**src/mldb_pkg.sv**
```systemverilog
// ----------------------------------------------------------------------------
// mldb_pkg
// Shared types, constants and helpers of the 2x2 box-filter mip downsampler.
// ----------------------------------------------------------------------------
package mldb_pkg;

    localparam int MAX_WIDTH  = 4096;
    localparam int MAX_HEIGHT = 4096;

    localparam int DIM_W      = 13;
    localparam int COL_W      = $clog2(MAX_WIDTH);
    localparam int ROW_W      = $clog2(MAX_HEIGHT);
    localparam int LINE_DEPTH = MAX_WIDTH / 2;
    localparam int LINE_AW    = $clog2(LINE_DEPTH);
    localparam int OY_W       = ROW_W - 1;
    localparam int LANE_W     = 10;
    localparam int PAIR_W     = 4 * LANE_W;
    localparam int PADDR_W    = 3;
    localparam int PDATA_W    = 32;
    localparam int QDEPTH     = 4;
    localparam int QAW        = $clog2(QDEPTH);

    localparam logic [0:0] REG_SRC_WIDTH  = 1'b0;
    localparam logic [0:0] REG_SRC_HEIGHT = 1'b1;

    typedef struct packed {
        logic [7:0] in_red;
        logic [7:0] in_green;
        logic [7:0] in_blue;
        logic [7:0] in_alpha;
    } in_t;

    typedef struct packed {
        logic [7:0] out_red;
        logic [7:0] out_green;
        logic [7:0] out_blue;
        logic [7:0] out_alpha;
        logic       level_done;
    } out_t;

    typedef struct packed {
        logic               w_one;
        logic               h_one;
        logic [COL_W-1:0]   w_last;
        logic [ROW_W-1:0]   h_last;
        logic [COL_W:0]     w_used;
        logic [ROW_W:0]     h_used;
        logic [LINE_AW-1:0] ox_last;
        logic [OY_W-1:0]    oy_last;
    } dims_t;

    typedef enum logic [1:0] {
        OP_WRITE     = 2'd0,
        OP_EMIT_LINE = 2'd1,
        OP_EMIT_DUP  = 2'd2
    } op_t;

    typedef struct packed {
        op_t                op;
        logic [LINE_AW-1:0] ox;
        logic [PAIR_W-1:0]  pair;
        logic               last;
    } qitem_t;

    typedef struct packed {
        logic full;
        logic empty;
    } q_stat_t;

    typedef struct packed {
        logic at_origin;
    } fr_stat_t;

    typedef struct packed {
        logic s1_valid;
    } bk_stat_t;

    function automatic logic [PAIR_W-1:0] pair_of(in_t a, in_t b);
        logic [LANE_W-1:0] r;
        logic [LANE_W-1:0] g;
        logic [LANE_W-1:0] bl;
        logic [LANE_W-1:0] al;
        r  = {2'b00, a.in_red}   + {2'b00, b.in_red};
        g  = {2'b00, a.in_green} + {2'b00, b.in_green};
        bl = {2'b00, a.in_blue}  + {2'b00, b.in_blue};
        al = {2'b00, a.in_alpha} + {2'b00, b.in_alpha};
        return {al, bl, g, r};
    endfunction

    function automatic logic [7:0] lane_avg(logic [LANE_W-1:0] s);
        logic [LANE_W:0] t;
        t = {1'b0, s} + (LANE_W+1)'(2);
        return t[LANE_W-1:2];
    endfunction

endpackage

```
**src/mldb_queue.sv**
```systemverilog
// ----------------------------------------------------------------------------
// mldb_queue
// Short FIFO of classified line operations between front and back.
// ----------------------------------------------------------------------------
module mldb_queue (
    input  logic              aclk,
    input  logic              aresetn,
    input  logic              push,
    input  mldb_pkg::qitem_t  push_item,
    input  logic              pop,
    output mldb_pkg::qitem_t  head,
    output mldb_pkg::q_stat_t stat
);
    import mldb_pkg::*;

    qitem_t         entry_reg [QDEPTH];
    logic [QAW-1:0] wr_ptr_reg;
    logic [QAW-1:0] rd_ptr_reg;
    logic [QAW:0]   count_reg;
    logic [QAW:0]   count_next;
    logic           do_push;
    logic           do_pop;

    assign stat.full  = (count_reg == (QAW+1)'(QDEPTH));
    assign stat.empty = (count_reg == '0);
    assign do_push    = push & ~stat.full;
    assign do_pop     = pop & ~stat.empty;
    assign head       = entry_reg[rd_ptr_reg];

    always_comb begin
        count_next = count_reg;
        if (do_push && !do_pop) begin
            count_next = count_reg + (QAW+1)'(1);
        end else if (do_pop && !do_push) begin
            count_next = count_reg - (QAW+1)'(1);
        end
    end

    always_ff @(posedge aclk) begin
        if (do_push) begin
            entry_reg[wr_ptr_reg] <= push_item;
        end
    end

    always_ff @(posedge aclk) begin
        if (!aresetn) begin
            wr_ptr_reg <= '0;
            rd_ptr_reg <= '0;
            count_reg  <= '0;
        end else begin
            if (do_push) begin
                wr_ptr_reg <= wr_ptr_reg + QAW'(1);
            end
            if (do_pop) begin
                rd_ptr_reg <= rd_ptr_reg + QAW'(1);
            end
            count_reg <= count_next;
        end
    end

endmodule

```
**config.mk**
```make
export PLATFORM = sky130hd
export DESIGN_NAME = mldb_queue
export DESIGN_NICKNAME = d
export VERILOG_FILES = /design/src/mldb_pkg.sv /design/src/mldb_queue.sv
export SDC_FILE = /design/constraint.sdc
export NUM_CORES = 1
export LEC_CHECK = 0
export BUFFER_PORTS_ARGS = -buffer_cell sky130_fd_sc_hd__buf_2
export CORE_ASPECT_RATIO = 0.9
export CORE_UTILIZATION = 38
export CTS_CLUSTER_DIAMETER = 150
export CTS_CLUSTER_SIZE = 24
export DETAILED_ROUTE_END_ITERATION = 10
export PLACE_DENSITY = 0.58
export SETUP_SLACK_MARGIN = 0.1
export SLEW_MARGIN = 5
export SYNTH_ARGS = -nofsm -noshare
export SYNTH_HDL_FRONTEND = slang
export SYNTH_SLANG_ARGS = --single-unit
```
**constraint.sdc**
```tcl
create_clock -name aclk -period 3.5 [get_ports aclk]
set_input_delay 0.7 -clock aclk [delete_from_list [all_inputs] [get_ports aclk]]
set_output_delay 0.7 -clock aclk [all_outputs]
set_load 0.01 [all_outputs]
```
* Word level (Yosys, flattened, before mapping)
Memories as Yosys holds them, arrays and structs flattened. A register that Yosys moved wholly into a read port is not among the register bits.
Index checks and enable logic that the tools add are counted.
** Word-level totals
- Output and inout bits :: 56
- Memory bits (writable) :: 216
- Bits in registers :: 7
- Logic and storage cells :: 25
- Memories :: 1
** Memories
- entry_reg :: words 4, width 54, rd ports 1, clocked after Yosys merged registers in 1, wr ports 1, RTL line mldb_queue.sv:16 : qitem_t entry_reg [QDEPTH];
** Cells by class
- Reductions and logical operators :: 6
- Equal/unequal tests :: 1
- Multiplexer cells :: 6
- Bitwise gates (word level) :: 4
- Add/sub/neg operators :: 4
** Operators with widths (count)
- 3-bit 2-to-1 mux :: 2
- 2-bit by 1-bit adder with 2-bit output, second input constant :: 2
- 2-bit 2-to-1 mux :: 2
- 3-bit by 1-bit adder with 3-bit output, second input constant :: 1
- 3-bit == test, second input constant :: 1
- 3-bit logical NOT :: 1
- 3-bit by 1-bit subtractor with 3-bit output, second input constant :: 1
- 1-bit AND :: 2
- 1-bit logical AND :: 2
- 1-bit logical NOT :: 2
- 1-bit 2-to-1 mux :: 2
- 1-bit NOT :: 2
- 2-bit nonzero test :: 1

* Logic depth before layout (Yosys ltp)
Gate-level depths: netlist of the first run.
- Depth after elaboration :: 7
- Mapped depth :: 9
- Mapped depth without buffers :: 8

* Least setup slack after synthesis of the first run
OpenSTA, ideal clock, no wires.
- Path type :: input port to flip-flop
- Start point :: input port push
- End point :: memory entry_reg[0][0] (netlist bit), enable pin
- Cell stages on the path :: 3
- Arrival :: 2.271 ns
- Path slack :: 0.812 ns
- Path buffers :: 1
- Required time :: 3.083 ns
- Path through :: nor2b_1 > buf_2 > and2_1
** Between the ends
- Longest elaborated chain between the ends :: 3
** RTL lines
- from (decl) :: RTL line mldb_queue.sv:8 : input logic push,
- 1-bit AND :: RTL line mldb_queue.sv:26 : assign do_push = push & ~stat.full;
- net do_push :: RTL line mldb_queue.sv:21 : logic do_push;
- 1-bit 2-to-1 mux :: RTL line mldb_queue.sv:40 : if (do_push) begin
- 1-bit 2-to-1 mux (implied by the code) :: RTL line mldb_queue.sv:41 : entry_reg[wr_ptr_reg] <= push_item;
- to (decl) :: RTL line mldb_queue.sv:16
The timed path passes the listed nets, and every way through them passes these cells.

==> summary.txt, run 1 <==
Timing
  – Fin crit period: 2.90 ns
  – Slew headroom: 52.2%
  – Count of final hold-check violations: 0
  – Fmax: 345 MHz
  – TNS Setup: 0 ns
  – RSZ-0062 raised after global routing: no
  – Final worst slack: 0.604 ns
  – Final setup fails: 0
  – Final Max Slew Viols: 0
  – Hold Slack: 0.443 ns
  – Tightest Pin Transition: 0.717 ns
  – Clk_skew: 0.0188 ns
  – Period utilization: 82.7%

Placement
  – Detailed Place HPWL: 8830 um
  – Placed Area: 0.00925 mm2
  – PortBufs: 113
  – GPL Wtd Cong: 0.699
  – Placement Setup Slack: 0.817 ns

Route
  – WL per Instance: 19.6 um
  – TritonRoute pass-1 iters: 4
  – Final wirelength: 14,600 um
  – DRC: 0
  – Antenna-violating nets left: 0
  – Initial DRC count: 233
  – DR vias/cell: 4.87
  – Vias post-DR: 3,613

Die
  – Initial Utilization: 39.4%
  – Die area: 0.0225 mm2
  – IO Count: 114
  – Die Wd: 158 um
  – Die height: 142 um
  – Core Area: 0.0211 mm2
  – Num rows: 50

Global routing
  – Met2 Track Usage GR: 22.2%
  – M1 GR Usage: 18.1%
  – GR peak layer: met2
  – Met3 usage: 3.71%
  – Vias in the first global route: 3,934
  – Antenna violations before repair: 1
  – GRT Total Usage: 13.6%
  – First-pass GRT wire length: 22,600 um
  – Overflow after GRT: 0
  – Largest net degree at the start of global routing: 55

Worst hold path
  – HP Class: in -> reg
  – Hold path depth: 1
  – Hold EP: entry_reg[0][7]
  – HP Start: push_item[7]

Worst setup path
  – Crit path DAT: 2.20 ns
  – Crit Path Class: reg -> out
  – Critical-path top delay cell: dfxtp_2
  – Cell chain of the critical path: buf_4 > mux4_2 > buf_2
  – Startpoint Class: flop
  – Crit Reg-Reg Startpoint: count_reg[0]
  – Buffers & Inverters on Critical Path: 2
  – Critical path's largest stage delay: 0.80 ns
  – Worst Setup End Kind: primary output
  – Reg-to-reg slack, setup: 1.01 ns
  – Crit path required time: 2.80 ns
  – Reg-to-Reg End: count_reg[2]
  – Worst r2r path cells: 8
  – CP Max Fanout: 25
  – Cell family with most CP delay: flip-flops

Layout
  – Share of cells above drive strength 1: 43.6%
  – Area Overhead vs Synth: 15.3%
  – Max reg flops: 216
  – Fin nets: 518
  – N_diodes: 0
  – Final instance area: 0.00960 mm2

Clock network
  – CTS Buf Count: 13
  – Later-pin clock latency in the skew report: 0.47 ns
  – CTS sink cnt: 225
  – Cts hold-fix bufs: 0
  – H-tree Lvls: 1
  – Clk slew on worst S/H paths: 0.09 ns
  – Post-cts gate resize count: 0
  – CTS Root Buffer Type: clkbuf_16
  – Post-CTS Setup Inserts: 0
  – CTS tree: yes
  – CTS Buffer Depth: 3

Synth
  – Post-synth top cells: edfxtp_1, mux4_2, dfxtp_1
  – Yosys reg bits: 225
  – Yosys warns: 0
  – Leading area contributor after synthesis: edfxtp_1
  – Synth top area share: 77.9%
  – Synthesized cell area: 0.00833 mm2
  – Avg Inst Size Synth: 25.2 um2
  – Netlist cell types: 24
  – Post-synth EDFFs: 216
  – Syn Nets: 394
  – Mapped Cells: 330
  – Commonest register cell after synthesis: edfxtp_1
  – Count leader, synth: edfxtp_1
  – Synth top area cells: edfxtp_1, mux4_2, dfxtp_1, buf_12, ha_1
  – Async set-or-reset flop fraction in the synthesized netlist: 0%
  – Post-synthesis sequential area ratio: 80.1%

Outcome
  – Outcome: finished clean

Pwr
  – Power Density: 679 mW/mm2
  – Worst vdd ir: 0.000251 V
  – Leakage power: 3.16 nW

Flow run
  – Max Cap Viol: 0
## per-layer routing
metal | vias up | wire length (um)
li1 | 1628 | -
met1 | 1879 | 6540
met2 | 86 | 6790
met3 | 18 | 994
met4 | 2 | 228
met5 | - | 12
## report_power, final
part	leakage (nW)	total [mW]	switching [mW]	internal [mW]
logic	0.933	1.63	0.812	0.816
registers	2.05	3.39	0.126	3.27
clock network	0.171	1.50	0.803	0.694
total	3.16	6.52	1.74	4.78
## through the flow
step / cells / power (mW) / util, %
final: 742 / 6.52 / 45.4
after global routing: 742 / 6.86 / 45.4
after CTS: 742 / 6.64 / 45.4
after detailed placement: 725 / 5.14 / 43.7
after global placement: 725 / 5.11 / 43.7
after floorplan: 330 / 4.60 / -
## cells in the final DEF, fill, tap and decap left out, drive strengths merged
cell type,count
clkbuf,16
buf,123
xor2,1
nor3,1
xnor2,3
nor3b,1
mux2i,3
edfxtp,216
nor2b,2
o31ai,1
and2,8
a21boi,1
inv,4
fa,1
or3,1
mux4,54
dfxtp,9
o311ai,1
ha,5
o21ai,1
nand2,4
## cell families after synthesis
logic type,Yosys count,synth area share (%)
and+or+nand+nor,17,1.22
buffers and inverters,17,1.94
adders and majority gates,6,0.992
muxes,57,15.0
AOI/OAI and AO/OA,4,0.406
DFF,225,80.1
xor gates and xnor gates,4,0.421
## area by class of cell
class	instances	area [um2]
Fill cell	1853	11500
Sequential cell	225	6670
Multi-Input combinational cell	88	1500
Timing Repair Buffer	123	703
Tap cell	286	358
Clock buffer	16	337
Clock inverter	1	16.3
Inverter	3	11.3
## worst max-delay path by stage
stage | start | endpoint | slack (ns) | cells after the start
global route | flop | head[34] | 0.45 | 3
global placement | push | count_reg[2] | 0.91 | 8
CTS | flop | head[34] | 0.51 | 3
floorplan | push | entry_reg[0][0] | 0.81 | 3
detailed placement | push | count_reg[2] | 0.82 | 8
finish | flop | head[28] | 0.60 | 3
Note: power is estimated with default switching activity, not from simulation.
==> run 2: changes to the inputs <==
Clock period 3.5 ns to 2.75 ns, I/O delays scaled along.
==> run 2 against run 1 <==
Clock power grew 29%. Cell count grew 1.5%. Global-route usage shrank 0.17 points. Critical path depth is the same. Sequential power grew 27%. Total power grew 28%. Worst setup slack lost 0.30 ns. First-iteration DRC count shrank 32%. Count of clock-buffer cells in the layout grew 4. Via count grew 2.8%. Sequential share of layout area shrank 0.31 points. Final area grew 0.44%. Highest routed layer is now met4.
==> summary.txt, run 2 (synthesized netlist as in run 1, its figures left out) <==
Outcome
  – Outcome: finished clean

Timing
  – Count of final hold-check violations: 0
  – RSZ-0062 raised after global routing: no
  – Hold Slack: 0.290 ns
  – Fmax: 409 MHz
  – Tightest Pin Transition: 0.581 ns
  – Period utilization: 89.0%
  – Clk_skew: 0.0185 ns
  – Final Max Slew Viols: 0
  – Final worst slack: 0.303 ns
  – Final setup fails: 0
  – Slew headroom: 61.3%
  – TNS Setup: 0 ns
  – Fin crit period: 2.45 ns

Layout
  – N_diodes: 0
  – Commonest non-fill, non-tap cell in the layout: edfxtp_1
  – Max reg flops: 216
  – Final instance count without filler cells: 753
  – Most frequent cells in the layout: edfxtp_1, buf_2, mux4_2
  – Share of cells above drive strength 1: 44.1%
  – Area Overhead vs Synth: 15.8%
  – Final instance area: 0.00964 mm2
  – End-of-flow core utilization: 45.6%
  – Fin nets: 525
  – Fill cells: 1,843

Clock network
  – Later-pin clock latency in the skew report: 0.47 ns
  – Cts hold-fix bufs: 0
  – CTS tree: yes
  – CTS Buffer Depth: 3
  – CTS Buf Count: 13
  – CTS sink cnt: 225
  – CTS Root Buffer Type: clkbuf_16
  – Post-cts gate resize count: 0
  – Clk slew on worst S/H paths: 0.10 ns
  – H-tree Lvls: 1

Route
  – Initial DRC count: 159
  – Met2 wire length: 7220 um
  – DR vias/cell: 4.93
  – Met3 wire length: 879 um
  – TritonRoute pass-1 iters: 4
  – Routed met1 length: 6320 um
  – DRC: 0
  – Top Metal Used: met4
  – WL per Instance: 19.6 um
  – Vias post-DR: 3,714
  – Antenna-violating nets left: 0
  – Final wirelength: 14,800 um

Global routing
  – GRT Total Usage: 13.4%
  – Overflow after GRT: 0
  – First-pass GRT wire length: 22,200 um
  – Antenna violations before repair: 0
  – Vias in the first global route: 3,963
  – Largest net degree at the start of global routing: 34

Worst setup path
  – Worst Setup EP: head[26]
  – Reg-to-reg slack, setup: 0.44 ns
  – Worst r2r path cells: 8
  – Worst Setup End Kind: primary output
  – Crit Path Class: reg -> out
  – CP Max Fanout: 28
  – Cell chain of the critical path: buf_12 > mux4_2 > buf_2
  – Crit path DAT: 1.90 ns
  – Crit path required time: 2.20 ns
  – Startpoint Class: flop
  – Reg-to-Reg End: count_reg[2]
  – Critical-path top delay cell: mux4_2
  – Crit Reg-Reg Startpoint: count_reg[0]
  – Critical path's largest stage delay: 0.55 ns

Placement
  – Placed Instances: 729
  – Placement Setup Slack: 0.437 ns
  – PortBufs: 113
  – Detailed Place HPWL: 8970 um
  – Placed Area: 0.00925 mm2
  – GPL Wtd Cong: 0.719

Die
  – Core Area: 0.0211 mm2
  – IO Count: 114
  – Initial Utilization: 39.4%
  – Die area: 0.0225 mm2
  – Num rows: 50
  – Die Wd: 158 um
  – Die height: 142 um

Flow run
  – Max Cap Viol: 0

Pwr
  – Final Power: 8.37 mW
  – Leakage power: 3.19 nW
  – Worst vdd ir: 0.000521 V
  – Power Density: 868 mW/mm2

Worst hold path
  – HP Class: in -> reg
  – Hold path depth: 1
[run 2: power breakdown]
group | switching [mW] | internal [mW] | total, mW
Clock | 1.03 | 0.905 | 1.93
Combinational | 1.06 | 1.07 | 2.13
Sequential | 0.144 | 4.16 | 4.30
[run 2: how the worst min path moves through the flow]
stage                        startpoint               end  slack, ns
after floorplan           wr_ptr_reg[1]     wr_ptr_reg[1]       0.47
after global placement    wr_ptr_reg[1]     wr_ptr_reg[1]       0.48
after detailed placement  wr_ptr_reg[1]     wr_ptr_reg[1]       0.49
after CTS                 push_item[34]  entry_reg[2][34]       0.27
after global routing      push_item[33]  entry_reg[0][33]       0.27
final                     push_item[36]  entry_reg[3][36]       0.29
[run 2: cell type report]
cell class	count	area, um2	share of cell area, %
Tap cell	286	358	3.71
Sequential cell	225	6670	69.2
Clock inverter	1	16.3	0.169
Clock buffer	20	352	3.65
Multi-Input combinational cell	88	1500	15.6
Timing Repair Buffer	130	731	7.58
Inverter	3	11.3	0.117
[run 2: what timing repair did]
item                                   CTS  global route
buffers inserted                         3             0
endpoints found under the hold margin    0             0
setup endpoints to repair               28             0
[run 2: per-layer routing]
metal | global-route usage, % | vias up
li1 | - | 1646
met1 | 17.5 | 1954
met2 | 22.5 | 95
met3 | 3.14 | 19
met4 | 3.49 | 0
met5 | 0 | -
[run 2: worst max-delay path, delay by kind of cell (launching register included)]
family,cells,cell delay [ns]
DFF,1,0.43
buffers and inverters,2,0.43
muxes,1,0.55
