--- config.mk ---
export PLATFORM = sky130hd
export DESIGN_NAME = mldb_cfg
export DESIGN_NICKNAME = d
export VERILOG_FILES = /design/src/mldb_pkg.sv /design/src/mldb_cfg.sv
export SDC_FILE = /design/constraint.sdc
export NUM_CORES = 1
export LEC_CHECK = 0
export BUFFER_PORTS_ARGS = -buffer_cell sky130_fd_sc_hd__buf_2
export CAP_MARGIN = 40
export CORE_ASPECT_RATIO = 1.4
export CORE_MARGIN = 3
export CORE_UTILIZATION = 49
export CTS_BUF_LIST = sky130_fd_sc_hd__clkbuf_8
export DETAILED_ROUTE_END_ITERATION = 8
export PLACE_DENSITY = 0.89
export SYNTH_ARGS = -nofsm -noshare
export SYNTH_HDL_FRONTEND = slang
export SYNTH_SLANG_ARGS = --single-unit
--- constraint.sdc ---
create_clock -name aclk -period 5.6 [get_ports aclk]
set_input_delay 0.84 -clock aclk [delete_from_list [all_inputs] [get_ports aclk]]
set_output_delay 0.84 -clock aclk [all_outputs]
set_load 0.005 [all_outputs]
--- src/mldb_pkg.sv ---
// ----------------------------------------------------------------------------
// mldb_pkg
// Shared types, constants and helpers of the 2x2 box-filter mip downsampler.
// ----------------------------------------------------------------------------
package mldb_pkg;

    localparam int MAX_WIDTH  = 4096;
    localparam int MAX_HEIGHT = 4096;

    localparam int DIM_W      = 13;
    localparam int COL_W      = $clog2(MAX_WIDTH);
    localparam int ROW_W      = $clog2(MAX_HEIGHT);
    localparam int LINE_DEPTH = MAX_WIDTH / 2;
    localparam int LINE_AW    = $clog2(LINE_DEPTH);
    localparam int OY_W       = ROW_W - 1;
    localparam int LANE_W     = 10;
    localparam int PAIR_W     = 4 * LANE_W;
    localparam int PADDR_W    = 3;
    localparam int PDATA_W    = 32;
    localparam int QDEPTH     = 4;
    localparam int QAW        = $clog2(QDEPTH);

    localparam logic [0:0] REG_SRC_WIDTH  = 1'b0;
    localparam logic [0:0] REG_SRC_HEIGHT = 1'b1;

    typedef struct packed {
        logic [7:0] in_red;
        logic [7:0] in_green;
        logic [7:0] in_blue;
        logic [7:0] in_alpha;
    } in_t;

    typedef struct packed {
        logic [7:0] out_red;
        logic [7:0] out_green;
        logic [7:0] out_blue;
        logic [7:0] out_alpha;
        logic       level_done;
    } out_t;

    typedef struct packed {
        logic               w_one;
        logic               h_one;
        logic [COL_W-1:0]   w_last;
        logic [ROW_W-1:0]   h_last;
        logic [COL_W:0]     w_used;
        logic [ROW_W:0]     h_used;
        logic [LINE_AW-1:0] ox_last;
        logic [OY_W-1:0]    oy_last;
    } dims_t;

    typedef enum logic [1:0] {
        OP_WRITE     = 2'd0,
        OP_EMIT_LINE = 2'd1,
        OP_EMIT_DUP  = 2'd2
    } op_t;

    typedef struct packed {
        op_t                op;
        logic [LINE_AW-1:0] ox;
        logic [PAIR_W-1:0]  pair;
        logic               last;
    } qitem_t;

    typedef struct packed {
        logic full;
        logic empty;
    } q_stat_t;

    typedef struct packed {
        logic at_origin;
    } fr_stat_t;

    typedef struct packed {
        logic s1_valid;
    } bk_stat_t;

    function automatic logic [PAIR_W-1:0] pair_of(in_t a, in_t b);
        logic [LANE_W-1:0] r;
        logic [LANE_W-1:0] g;
        logic [LANE_W-1:0] bl;
        logic [LANE_W-1:0] al;
        r  = {2'b00, a.in_red}   + {2'b00, b.in_red};
        g  = {2'b00, a.in_green} + {2'b00, b.in_green};
        bl = {2'b00, a.in_blue}  + {2'b00, b.in_blue};
        al = {2'b00, a.in_alpha} + {2'b00, b.in_alpha};
        return {al, bl, g, r};
    endfunction

    function automatic logic [7:0] lane_avg(logic [LANE_W-1:0] s);
        logic [LANE_W:0] t;
        t = {1'b0, s} + (LANE_W+1)'(2);
        return t[LANE_W-1:2];
    endfunction

endpackage

--- src/mldb_cfg.sv ---
// ----------------------------------------------------------------------------
// mldb_cfg
// APB register file for source dimensions; derives clamped level geometry.
// ----------------------------------------------------------------------------
module mldb_cfg (
    input  logic                           aclk,
    input  logic                           aresetn,
    input  logic                           psel,
    input  logic                           penable,
    input  logic                           pwrite,
    input  logic [mldb_pkg::PADDR_W-1:0]   paddr,
    input  logic [mldb_pkg::PDATA_W-1:0]   pwdata,
    output logic [mldb_pkg::PDATA_W-1:0]   prdata,
    output logic                           pready,
    output logic                           restart,
    output mldb_pkg::dims_t                dims
);
    import mldb_pkg::*;

    logic [DIM_W-1:0] src_width_reg;
    logic [DIM_W-1:0] src_height_reg;
    logic [0:0]       reg_idx;
    logic             wr_en;
    int               w_int;
    int               h_int;
    logic [COL_W:0]   w_eff;
    logic [ROW_W:0]   h_eff;
    logic [COL_W-1:0] ow;
    logic [ROW_W-1:0] oh;

    assign pready  = 1'b1;
    assign reg_idx = paddr[2];
    assign wr_en   = psel & penable & pwrite;
    assign restart = wr_en;

    always_ff @(posedge aclk) begin
        if (!aresetn) begin
            src_width_reg  <= DIM_W'(1);
            src_height_reg <= DIM_W'(1);
        end else if (wr_en) begin
            case (reg_idx)
                REG_SRC_WIDTH:  src_width_reg  <= pwdata[DIM_W-1:0];
                REG_SRC_HEIGHT: src_height_reg <= pwdata[DIM_W-1:0];
                default: ;
            endcase
        end
    end

    always_comb begin
        case (reg_idx)
            REG_SRC_WIDTH:  prdata = PDATA_W'(src_width_reg);
            REG_SRC_HEIGHT: prdata = PDATA_W'(src_height_reg);
            default:        prdata = '0;
        endcase
    end

    always_comb begin
        w_int = int'(src_width_reg);
        h_int = int'(src_height_reg);
        if (w_int == 0) begin
            w_eff = (COL_W+1)'(1);
        end else if (w_int > MAX_WIDTH) begin
            w_eff = (COL_W+1)'(MAX_WIDTH);
        end else begin
            w_eff = (COL_W+1)'(w_int);
        end
        if (h_int == 0) begin
            h_eff = (ROW_W+1)'(1);
        end else if (h_int > MAX_HEIGHT) begin
            h_eff = (ROW_W+1)'(MAX_HEIGHT);
        end else begin
            h_eff = (ROW_W+1)'(h_int);
        end
        ow = w_eff[COL_W:1];
        if (ow == '0) begin
            ow = COL_W'(1);
        end
        oh = h_eff[ROW_W:1];
        if (oh == '0) begin
            oh = ROW_W'(1);
        end
        dims.w_one   = (w_eff == (COL_W+1)'(1));
        dims.h_one   = (h_eff == (ROW_W+1)'(1));
        dims.w_last  = COL_W'(w_eff - (COL_W+1)'(1));
        dims.h_last  = ROW_W'(h_eff - (ROW_W+1)'(1));
        dims.w_used  = {ow, 1'b0};
        dims.h_used  = {oh, 1'b0};
        dims.ox_last = LINE_AW'(ow - COL_W'(1));
        dims.oy_last = OY_W'(oh - ROW_W'(1));
    end

endmodule

Word-level counts from Yosys, hierarchy flattened
Index checks and enable logic that the tools add are counted.
Widths: inputs -> output; s select.
{"block": "word_totals", "romBits": 0, "latch_bits": 0, "output_inout_bits": 108, "regBits": 26, "mem_bits_rw": 0, "input_bits": 40, "n_memories": 0}
{"block": "classes", "multipliers": 0, "div_mod_pow": 0, "order_cmp": 2, "bitwise_logic": 3, "reduce_logical": 6, "add_sub_neg": 4, "shifts": 0, "n_eq_ne": 2, "n_mux": 7}
{"cell": "$pmux 32 s2", "n": 1}
{"cell": "$mux 13", "n": 4}
{"cell": "$eq 13x1->1 const B", "n": 2}
{"cell": "$gt 13x13->1 const B", "n": 2}
{"cell": "$logic_not 13->1", "n": 2}
{"cell": "$logic_not 12->1", "n": 2}
{"cell": "$mux 12", "n": 2}
{"cell": "$sub 12x1->12 const B", "n": 2}
{"cell": "$sub 11x1->11 const B", "n": 2}
{"cell": "$reduce_and 2->1", "n": 2}
{"cell": "$and 1x1->1", "n": 2}
{"cell": "$not 1->1", "n": 1}

Logic depth before layout (Yosys ltp)
Gate-level depths: netlist (run 1).
{"block": "logic_depth", "word_depth": 6, "depth_mapped": 9, "depth_no_buf": 8}

Least setup slack after synthesis (run 1)
No wires, ideal clock.
{"block": "synth_timing", "path_type": "register to output", "startpoint": "register src_height_reg[5]", "endpoint": "output port dims[52] (netlist bit)", "path_slack_ps": 2518, "stages_incl_launch_ff": 10, "t_arrival_ps": 2242, "path_buffers": 2, "path_cell_list": "dfxtp_1 > or4_4 > buf_6 > nor4_1 > o21ai_0 > ha_1 > clkbuf_1 > nand3_1 > o21ai_0 > a2bb2oi_1"}
{"element": "from (decl)", "line_no": "mldb_cfg.sv:21", "rtl": "logic [DIM_W-1:0] src_height_reg;"}
{"element": "from (signal assigned)", "line_no": "mldb_cfg.sv:43", "rtl": "REG_SRC_HEIGHT: src_height_reg <= pwdata[DIM_W-1:0];"}
{"element": "to (decl)", "line_no": "mldb_cfg.sv:16", "rtl": "output mldb_pkg::dims_t dims"}

==> impl_metrics.json, run 1 <==
{
  "ant_nets": 0,
  "via_per_inst": 5.43,
  "startpoint_type": "flop",
  "setup_tns_ns": 0,
  "yosysWarningCount": 0,
  "crit_start": "src_width_reg[12]",
  "synth_top_area_frac": 0.209,
  "cts_tree": "built",
  "peakVddDrop_mv": 0.211,
  "yosysMostFrequentCell": "nand2_1",
  "fp.dieH_um": 90.3,
  "dieArea_um2": 5980,
  "clk_latency_ns": 0.27,
  "die_w_um": 66.2,
  "first_iter_violations": 296,
  "area_growth_syn_to_layout_pct": 18.8,
  "fill_cells": 461,
  "root_buffer": "clkbuf_8",
  "synthCells": 361,
  "cts.repair.resized": 0,
  "leakage_nw": 1.55,
  "grt.overflow.total": 0,
  "synthMuxAreaShare": 0.0538,
  "post_cts_buffers": 0,
  "layout_min_cycle_time_ns": 3.86,
  "netlist_area_um2": 2490,
  "first_pass_iters": 4,
  "synth_commonest_cells": "nand2_1, dfxtp_1, a21boi_0, clkbuf_1, buf_4",
  "worst_r2r_startpoint": "src_height_reg[12]",
  "clock-sinks": 26,
  "cts_hold_buf": 0,
  "cellPowerDensity_nw_per_um2": 178,
  "synthXorXnorAreaFrac": 0.0528,
  "core-area_um2": 4880,
  "h-tree-depth": 1,
  "port_buffers": 104,
  "r2r_cells": 2,
  "async_reset_ff_frac": 0,
  "drive_gt1_frac": 0.285,
  "num_rows": 30,
  "cts_buffers": 3,
  "critPathKind": "reg -> out",
  "synth.area.top_cells": "dfxtp_1, nand2_1, a21boi_0",
  "cp_max_fo": 19,
  "ys_seq_area_frac": 0.209,
  "synth_edf_count": 0,
  "hold_class": "reg -> reg",
  "critPathArrivalTime_ns": 3.02,
  "routed_wl_um": 7100,
  "diodes": 0,
  "hold_viol_final": 0,
  "grt_pass1_vias": 2556,
  "finalPower_mw": 0.526,
  "skew_ns": 0,
  "synth_flop_cell": "dfxtp_1",
  "drv_cap": 0,
  "grt_util_all_layers": 0.236,
  "endpoint_kind": "output port",
  "drcViolationCount": 0,
  "outcome": "complete, no violations",
  "worstPathRequired_ns": 4.76,
  "antenna_found_initial": 0,
  "grt_max_degree": 27,
  "reg2reg_to": "src_height_reg[12]",
  "rrSetupSlack_ns": 4.50,
  "start_util": 0.510,
  "routabilityCongestion": 0.894,
  "synth_top_family_by_area": "simple AND/OR/NAND/NOR gates",
  "period_share": 0.689,
  "slew_headroom": 0.413,
  "clk_pin_slew_worst_paths_ns": 0.09,
  "synth-seq-cells": 26,
  "grt_pass1_wl_um": 11800,
  "avgSynthCellArea_um2": 6.90,
  "synth-simple-area-share": 0.309,
  "post-synth-top-area-cell": "dfxtp_1",
  "crit_end": "dims[19]",
  "fin_nets": 486,
  "synth_cell_types": 47,
  "dp_hpwl_um": 5490,
  "worst_slew_pin_slew_ns": 0.879,
  "setup_viol": 0,
  "fin_util": 0.606,
  "ioPinCount": 148,
  "synth_fa_ha_area_frac": 0.0302,
  "clock.fmax_ghz": 0.259,
  "vias": 2733,
  "synth-compound-area-share": 0.208,
  "rsz0062_at_grt": "false",
  "wire_per_inst_um": 14.1,
  "slew_viol_final": 0,
  "clockBufferDepth": 2
}
==> per-stage QoR <==
step                worst slack (ns)  hold slack [ns]  instances  cell area (um^2)
floorplan                       2.52            0.466        381              2560
global placement                2.13            0.485        499              2890
detailed placement              2.08            0.497        499              2890
CTS                             1.76            0.525        503              2960
global route                    1.48            0.569        503              2960
finish                          1.74            0.531        503              2960
==> worst min-delay path by stage <==
| stage | end | slack (ns) | from | depth (start not counted) |
|---|---|---|---|---|
| 3_5_place_dp | src_height_reg[0] | 0.50 | src_height_reg[0] | 2 |
| 2_1_floorplan | src_height_reg[0] | 0.47 | src_height_reg[0] | 2 |
| 3_3_place_gp | src_height_reg[0] | 0.49 | src_height_reg[0] | 2 |
| 4_1_cts | src_height_reg[0] | 0.52 | src_height_reg[0] | 2 |
| 6_report | src_height_reg[0] | 0.53 | src_height_reg[0] | 2 |
| 5_1_grt | src_height_reg[0] | 0.57 | src_height_reg[0] | 2 |
==> worst max-delay path, stage by stage (launching register included) <==
cell	delay, ns
dfxtp_1	0.71
inv_1	0.36
nand2_1	0.21
o31a_1	0.20
ha_1	0.32
or3b_2	0.51
nor2_1	0.14
xor2_1	0.15
buf_2	0.13
==> cell type report <==
cell class | instances | area, um^2 | share of cell area
multi-input combinational | 290 | 1710 | 0.578
tap | 64 | 80.1 | 0.0271
sequential | 26 | 520 | 0.176
timing repair buffer | 104 | 520 | 0.176
clock inverter | 1 | 30.0 | 0.0101
clock buffer | 3 | 41.3 | 0.0140
inverter | 15 | 56.3 | 0.0190
==> kinds of logic after synthesis <==
group,after synthesis
DFF,26
muxes,12
adders and majority gates,6
xor gates and xnor gates,15
other,2
AOI/OAI and AO/OA,77
and+or+nand+nor,158
buffers and inverters,65
==> power by group <==
group / switching (mW) / internal, mW / leakage, nW
combinational: 0.0912 / 0.0814 / 1.30
clock: 0.0595 / 0.0957 / 0.0357
sequential: 0.00960 / 0.189 / 0.211
total: 0.160 / 0.366 / 1.55
==> layout by cell type (no fill, tap or decap), types with 3 or more instances in the layout <==
cell type | netlist | final
nor2_1 | 16 | 16
ha_1 | 6 | 6
inv_1 | 15 | 15
dfxtp_1 | 26 | 26
a31oi_1 | 5 | 5
a21oi_1 | 8 | 8
mux2_2 | 11 | 11
o21ai_0 | 21 | 21
a21boi_0 | 24 | 24
clkbuf_8 | 0 | 3
or3_1 | 9 | 9
nor4_1 | 8 | 8
nor2b_1 | 16 | 16
xnor2_1 | 7 | 7
conb_1 | 2 | 22
nor3_1 | 11 | 11
nand2b_1 | 3 | 3
nand3_1 | 14 | 14
nand2_1 | 67 | 67
xor2_1 | 8 | 8
and3_1 | 3 | 3
buf_2 | 0 | 104
==> metal layers <==
metal / global-route usage / up-vias / routed length, um
met4: 0.103 / 0 / 252
li1: - / 1347 / -
met2: 0.408 / 132 / 3700
met1: 0.293 / 1235 / 2680
met5: 0 / - / 0
met3: 0.0112 / 19 / 459
Power figures use the tool's default switching activity.
==> run 2, diff against run 1 <==
CORE_UTILIZATION = 41   (was 49)
PLACE_DENSITY = 0.79   (was 0.89)
clock period = 3.3 ns   (was 5.6 ns; I/O delays follow)
==> run 2 against run 1 <==
Worst hold slack worse by 0.081 ns. Clock power is 31% higher. Utilization is 9.1 points lower. Via count is 1.4% higher. Critical path depth shrank 1. Clock skew unchanged. Register-to-register slack got worse by 2.2 ns. Cell area rose by 2.0%. Sequential power rose by 69%. Sequential cell count did not move. Highest routed layer unchanged. First-iteration DRC count down 41%. Setup slack worse by 1.5 ns.
==> impl_metrics.json, run 2 (synthesis results as in run 1) <==
{
  "layout_commonest_cell": "buf_2",
  "endpoint_kind": "output port",
  "antenna_found_initial": 0,
  "p_int_mw": 0.569,
  "cellPowerDensity_nw_per_um2": 277,
  "clockBufferDepth": 2,
  "grt_util_all_layers": 0.195,
  "comb_power_share": 0.358,
  "routed_wl_um": 7300,
  "grt_max_degree": 27,
  "dieArea_um2": 7060,
  "port_buffers": 104,
  "dp_hpwl_um": 5680,
  "fp.dieH_um": 98.2,
  "setup_tns_ns": 0,
  "startpoint_type": "flop",
  "drv_cap": 0,
  "mostFrequentLayoutCells": "buf_2, nand2_1, a21boi_0, dfxtp_1, conb_1",
  "power_frac_clock": 0.243,
  "period_share": 0.940,
  "fin_util": 0.515,
  "first_iter_violations": 175,
  "hold_class": "in -> reg",
  "h-tree-depth": 1,
  "diodes": 0,
  "root_buffer": "clkbuf_8",
  "ioPinCount": 148,
  "area_growth_syn_to_layout_pct": 21.3,
  "cts_hold_buf": 0,
  "hold_viol_final": 0,
  "die_w_um": 71.9,
  "slew_viol_final": 0,
  "outcome": "complete, no violations",
  "start_util": 0.425,
  "critPathArrivalTime_ns": 2.61,
  "worst_hold_slack_ns": 0.450,
  "finalPower_mw": 0.837,
  "vias": 2770,
  "pwr-share-seq": 0.399,
  "peakVddDrop_mv": 0.200,
  "clk_pin_slew_worst_paths_ns": 0.09,
  "critPathKind": "reg -> out",
  "ant_nets": 0,
  "cts_buffers": 3,
  "fin_nets": 493,
  "setup_viol": 0,
  "clock.fmax_ghz": 0.322,
  "layout_min_cycle_time_ns": 3.10,
  "p_sw_mw": 0.268,
  "routabilityCongestion": 0.874,
  "via_per_inst": 5.37,
  "wire_per_inst_um": 14.1,
  "switching_share": 0.321,
  "grt_pass1_wl_um": 11400,
  "skew_ns": 0,
  "grt_pass1_vias": 2484,
  "grt.overflow.total": 0,
  "core-area_um2": 5860,
  "cp_max_fo": 11,
  "rsz0062_at_grt": "false",
  "cts_tree": "built",
  "slew_headroom": 0.578,
  "num_rows": 33,
  "drive_gt1_frac": 0.307,
  "clock-sinks": 26,
  "worst_slew_pin_slew_ns": 0.628,
  "clk_latency_ns": 0.27,
  "drcViolationCount": 0,
  "leakage_nw": 1.58,
  "worstPathRequired_ns": 2.80,
  "first_pass_iters": 5
}
## run 2: changes by cell type in the layout (fill, tap and decap cells not counted), sizes merged
cell / before / now
buf: 104 / 111
bufinv: 1 / 0
clkbuf: 3 / 4
## run 2: what timing repair did
item                                    in CTS  in global routing
setup buffers                                0                  0
hold endpoints to repair                     0                  0
endpoints found under the setup margin       0                  7
resized for setup                            0                  5
## run 2: stage by stage
| stage | setup WS [ns] | area, um^2 | std cells |
|---|---|---|---|
| after floorplan | 0.563 | 2560 | 381 |
| after global placement | 0.451 | 2940 | 511 |
| after detailed placement | 0.344 | 2950 | 512 |
| after CTS | 0.0433 | 3000 | 516 |
| after global routing | 0.00500 | 3020 | 516 |
| final | 0.199 | 3020 | 516 |
## run 2: area by class of cell
type,instances,area (um^2)
clock buffer,4,55.1
fill,600,2840
inverter,15,56.3
multi-input combinational,290,1720
sequential,26,523
tap,70,87.6
timing repair buffer,111,573
## run 2: power groups by stage
| stage | clock, mW | combinational, mW | sequential [mW] |
|---|---|---|---|
| finish | 0.203 | 0.300 | 0.334 |
| CTS | 0.209 | 0.299 | 0.333 |
| global placement | 0 | 0.293 | 0.340 |
| detailed placement | 0 | 0.298 | 0.341 |
| global route | 0.217 | 0.335 | 0.335 |
| floorplan | 0 | 0.204 | 0.333 |
## run 2: metal layers
metal | up-vias | share of wire | routed length, um | GRT usage
met5 | - | 0 | 0 | 0
met4 | 0 | 0.016 | 114 | 0.0637
met3 | 13 | 0.060 | 438 | 0.0165
met2 | 112 | 0.53 | 3850 | 0.358
met1 | 1283 | 0.40 | 2900 | 0.232
li1 | 1362 | - | - | -
## run 2: final timing paths
path | start | endpoint | slack [ns] | cells past startpoint
worst max-delay path | src_height_reg[6] | dims[6] | 0.20 | 7
worst min-delay path | pwdata[0] | src_height_reg[0] | 0.45 | 3
worst max register to register | src_height_reg[12] | src_height_reg[12] | 2.32 | 2
worst min register to register | src_height_reg[0] | src_height_reg[0] | 0.52 | 2
## run 2: worst max-delay path, stage by stage, from the launching register on
cell and delay [ns]:
dfxtp_1 0.43, or4_4 0.60, o41a_1 0.49, ha_1 0.34, nand3_1 0.12, o21ai_0 0.08
a21oi_1 0.15, buf_2 0.12
==> run 3, diff against run 2 <==
GPL_TIMING_DRIVEN = 0   (was unset)
==> run 3 against run 2 <==
Worst hold slack better by 0.0035 ns. Global-route usage is 1.6 points higher. Cell count grew 7.4%. Register-to-register slack worse by 0.52 ns. Highest routed layer unchanged. Cell area increased by 8.2%.
==> impl_metrics.json, run 3 (synthesis results as in run 1) <==
{
  "via_per_inst": 5.28,
  "cp_slowest_cell": "or3_1",
  "leakage_nw": 1.71,
  "path_buf_inv": 3,
  "first_iter_violations": 277,
  "critPathKind": "reg -> out",
  "area_growth_syn_to_layout_pct": 31.2,
  "wire_per_inst_um": 13.9,
  "crit_chain": "clkbuf_1, or3_1, nor3_4, a31o_2, inv_1, ha_1, o21ai_1, nor3_1, xor2_1, buf_2",
  "dp_hpwl_um": 6100,
  "critPathArrivalTime_ns": 2.66,
  "root_buffer": "clkbuf_8",
  "grt.overflow.total": 0,
  "layout_commonest_cell": "buf_2",
  "drv_cap": 0,
  "antenna_found_initial": 0,
  "clock.fmax_ghz": 0.317,
  "worst_r2r_startpoint": "src_height_reg[12]",
  "start_util": 0.425,
  "skew_ns": 0,
  "whs_path_depth": 3,
  "grt_util_all_layers": 0.211,
  "peakVddDrop_mv": 0.241,
  "setup_viol": 0,
  "hold_class": "in -> reg",
  "grt_pass1_wl_um": 12400,
  "cts_tree": "built",
  "diodes": 0,
  "first_pass_iters": 4,
  "cellPowerDensity_nw_per_um2": 283,
  "routed_wl_um": 7710,
  "clockBufferDepth": 2,
  "core-area_um2": 5860,
  "outcome": "complete, no violations",
  "drcViolationCount": 0,
  "clk_latency_ns": 0.27,
  "drive_gt1_frac": 0.324,
  "critPathMaxStageDelay_ns": 0.48,
  "grt_pass1_vias": 2711,
  "dp_cells": 554,
  "fin_cells": 554,
  "ant_nets": 0,
  "grt_max_degree": 16,
  "slew_viol_final": 0,
  "startpoint_type": "flop",
  "worstHoldStart": "pwdata[0]",
  "ioPinCount": 148,
  "cp_max_fo": 10,
  "clk_pin_slew_worst_paths_ns": 0.09,
  "cts_buffers": 3,
  "dieArea_um2": 7060,
  "fin_area_um2": 3270,
  "routabilityCongestion": 0.898,
  "h-tree-depth": 1,
  "finalPower_mw": 0.926,
  "endpoint_kind": "output port",
  "crit_start": "src_width_reg[3]",
  "fin_nets": 531,
  "vias": 2924,
  "num_rows": 33,
  "cp.depth": 10,
  "fp.dieH_um": 98.2,
  "layout_min_cycle_time_ns": 3.16,
  "period_share": 0.957,
  "port_buffers": 103,
  "clock-sinks": 26,
  "hold_viol_final": 0,
  "worst_slew_pin_slew_ns": 0.655,
  "worstPathRequired_ns": 2.80,
  "r2r_cells": 4,
  "placed_area_um2": 3170,
  "cp_top_family": "simple AND/OR/NAND/NOR gates",
  "mostFrequentLayoutCells": "buf_2, nand2_1, a21boi_0, buf_4, dfxtp_1",
  "slew_headroom": 0.559,
  "setup_tns_ns": 0,
  "die_w_um": 71.9
}
run 3: changes by cell type in the layout (fill, tap and decap cells not counted), sizes merged:
| cell | change |
|---|---|
| clkbuf | +19 |
| buf | +18 |
| bufinv | +1 |
run 3: path summary, 6_finish.rpt:
path                                            to  slack [ns]
worst max-delay path                      dims[70]        0.14
worst min-delay path             src_height_reg[0]        0.45
worst max register to register  src_height_reg[12]        1.80
worst min register to register   src_height_reg[0]        0.52
run 3: layout make-up:
type,instances,area [um^2]
repair buffers,105,531
multi-input cells,290,1740
plain buffers,44,256
clock buffers,3,41.3
clock inverters,1,30.0
well taps,70,87.6
inverters,15,56.3
flip-flops and latches,26,523
fillers,580,2600
run 3: tightest hold or removal path: stages:
cell and delay, ns:
buf_2 0.09, nand2_1 0.04, nand3_1 0.06
run 3: repair_timing:
| action | in CTS | in global routing |
|---|---|---|
| pin swaps | 0 | 1 |
| hold buffers | 0 | 0 |
| setup endpoints to repair | 6 | 14 |
| setup buffers | 0 | 2 |
| resized for setup | 3 | 8 |
run 3: metrics by stage:
stage | setup WS [ns] | utilization | hold WS [ns]
2_1_floorplan | 0.563 | - | 0.466
3_3_place_gp | 0.173 | 0.540 | 0.496
3_5_place_dp | 0.181 | 0.540 | 0.502
4_1_cts | 0.00452 | 0.554 | 0.448
5_1_grt | -0.0231 | 0.557 | 0.459
6_report | 0.143 | 0.557 | 0.453
run 3: where the power goes:
part	leakage, nW	switching, mW	total [mW]	internal (mW)
sequential	0.212	0.0113	0.332	0.321
combinational	1.46	0.169	0.330	0.161
clock	0.0357	0.102	0.264	0.162
run 3: per-layer routing:
metal	GRT usage	share of wire	wire length, um
met5	0	0	0
met4	0.0738	0.020	155
met3	0.0247	0.082	632
met2	0.368	0.52	3990
met1	0.263	0.38	2930
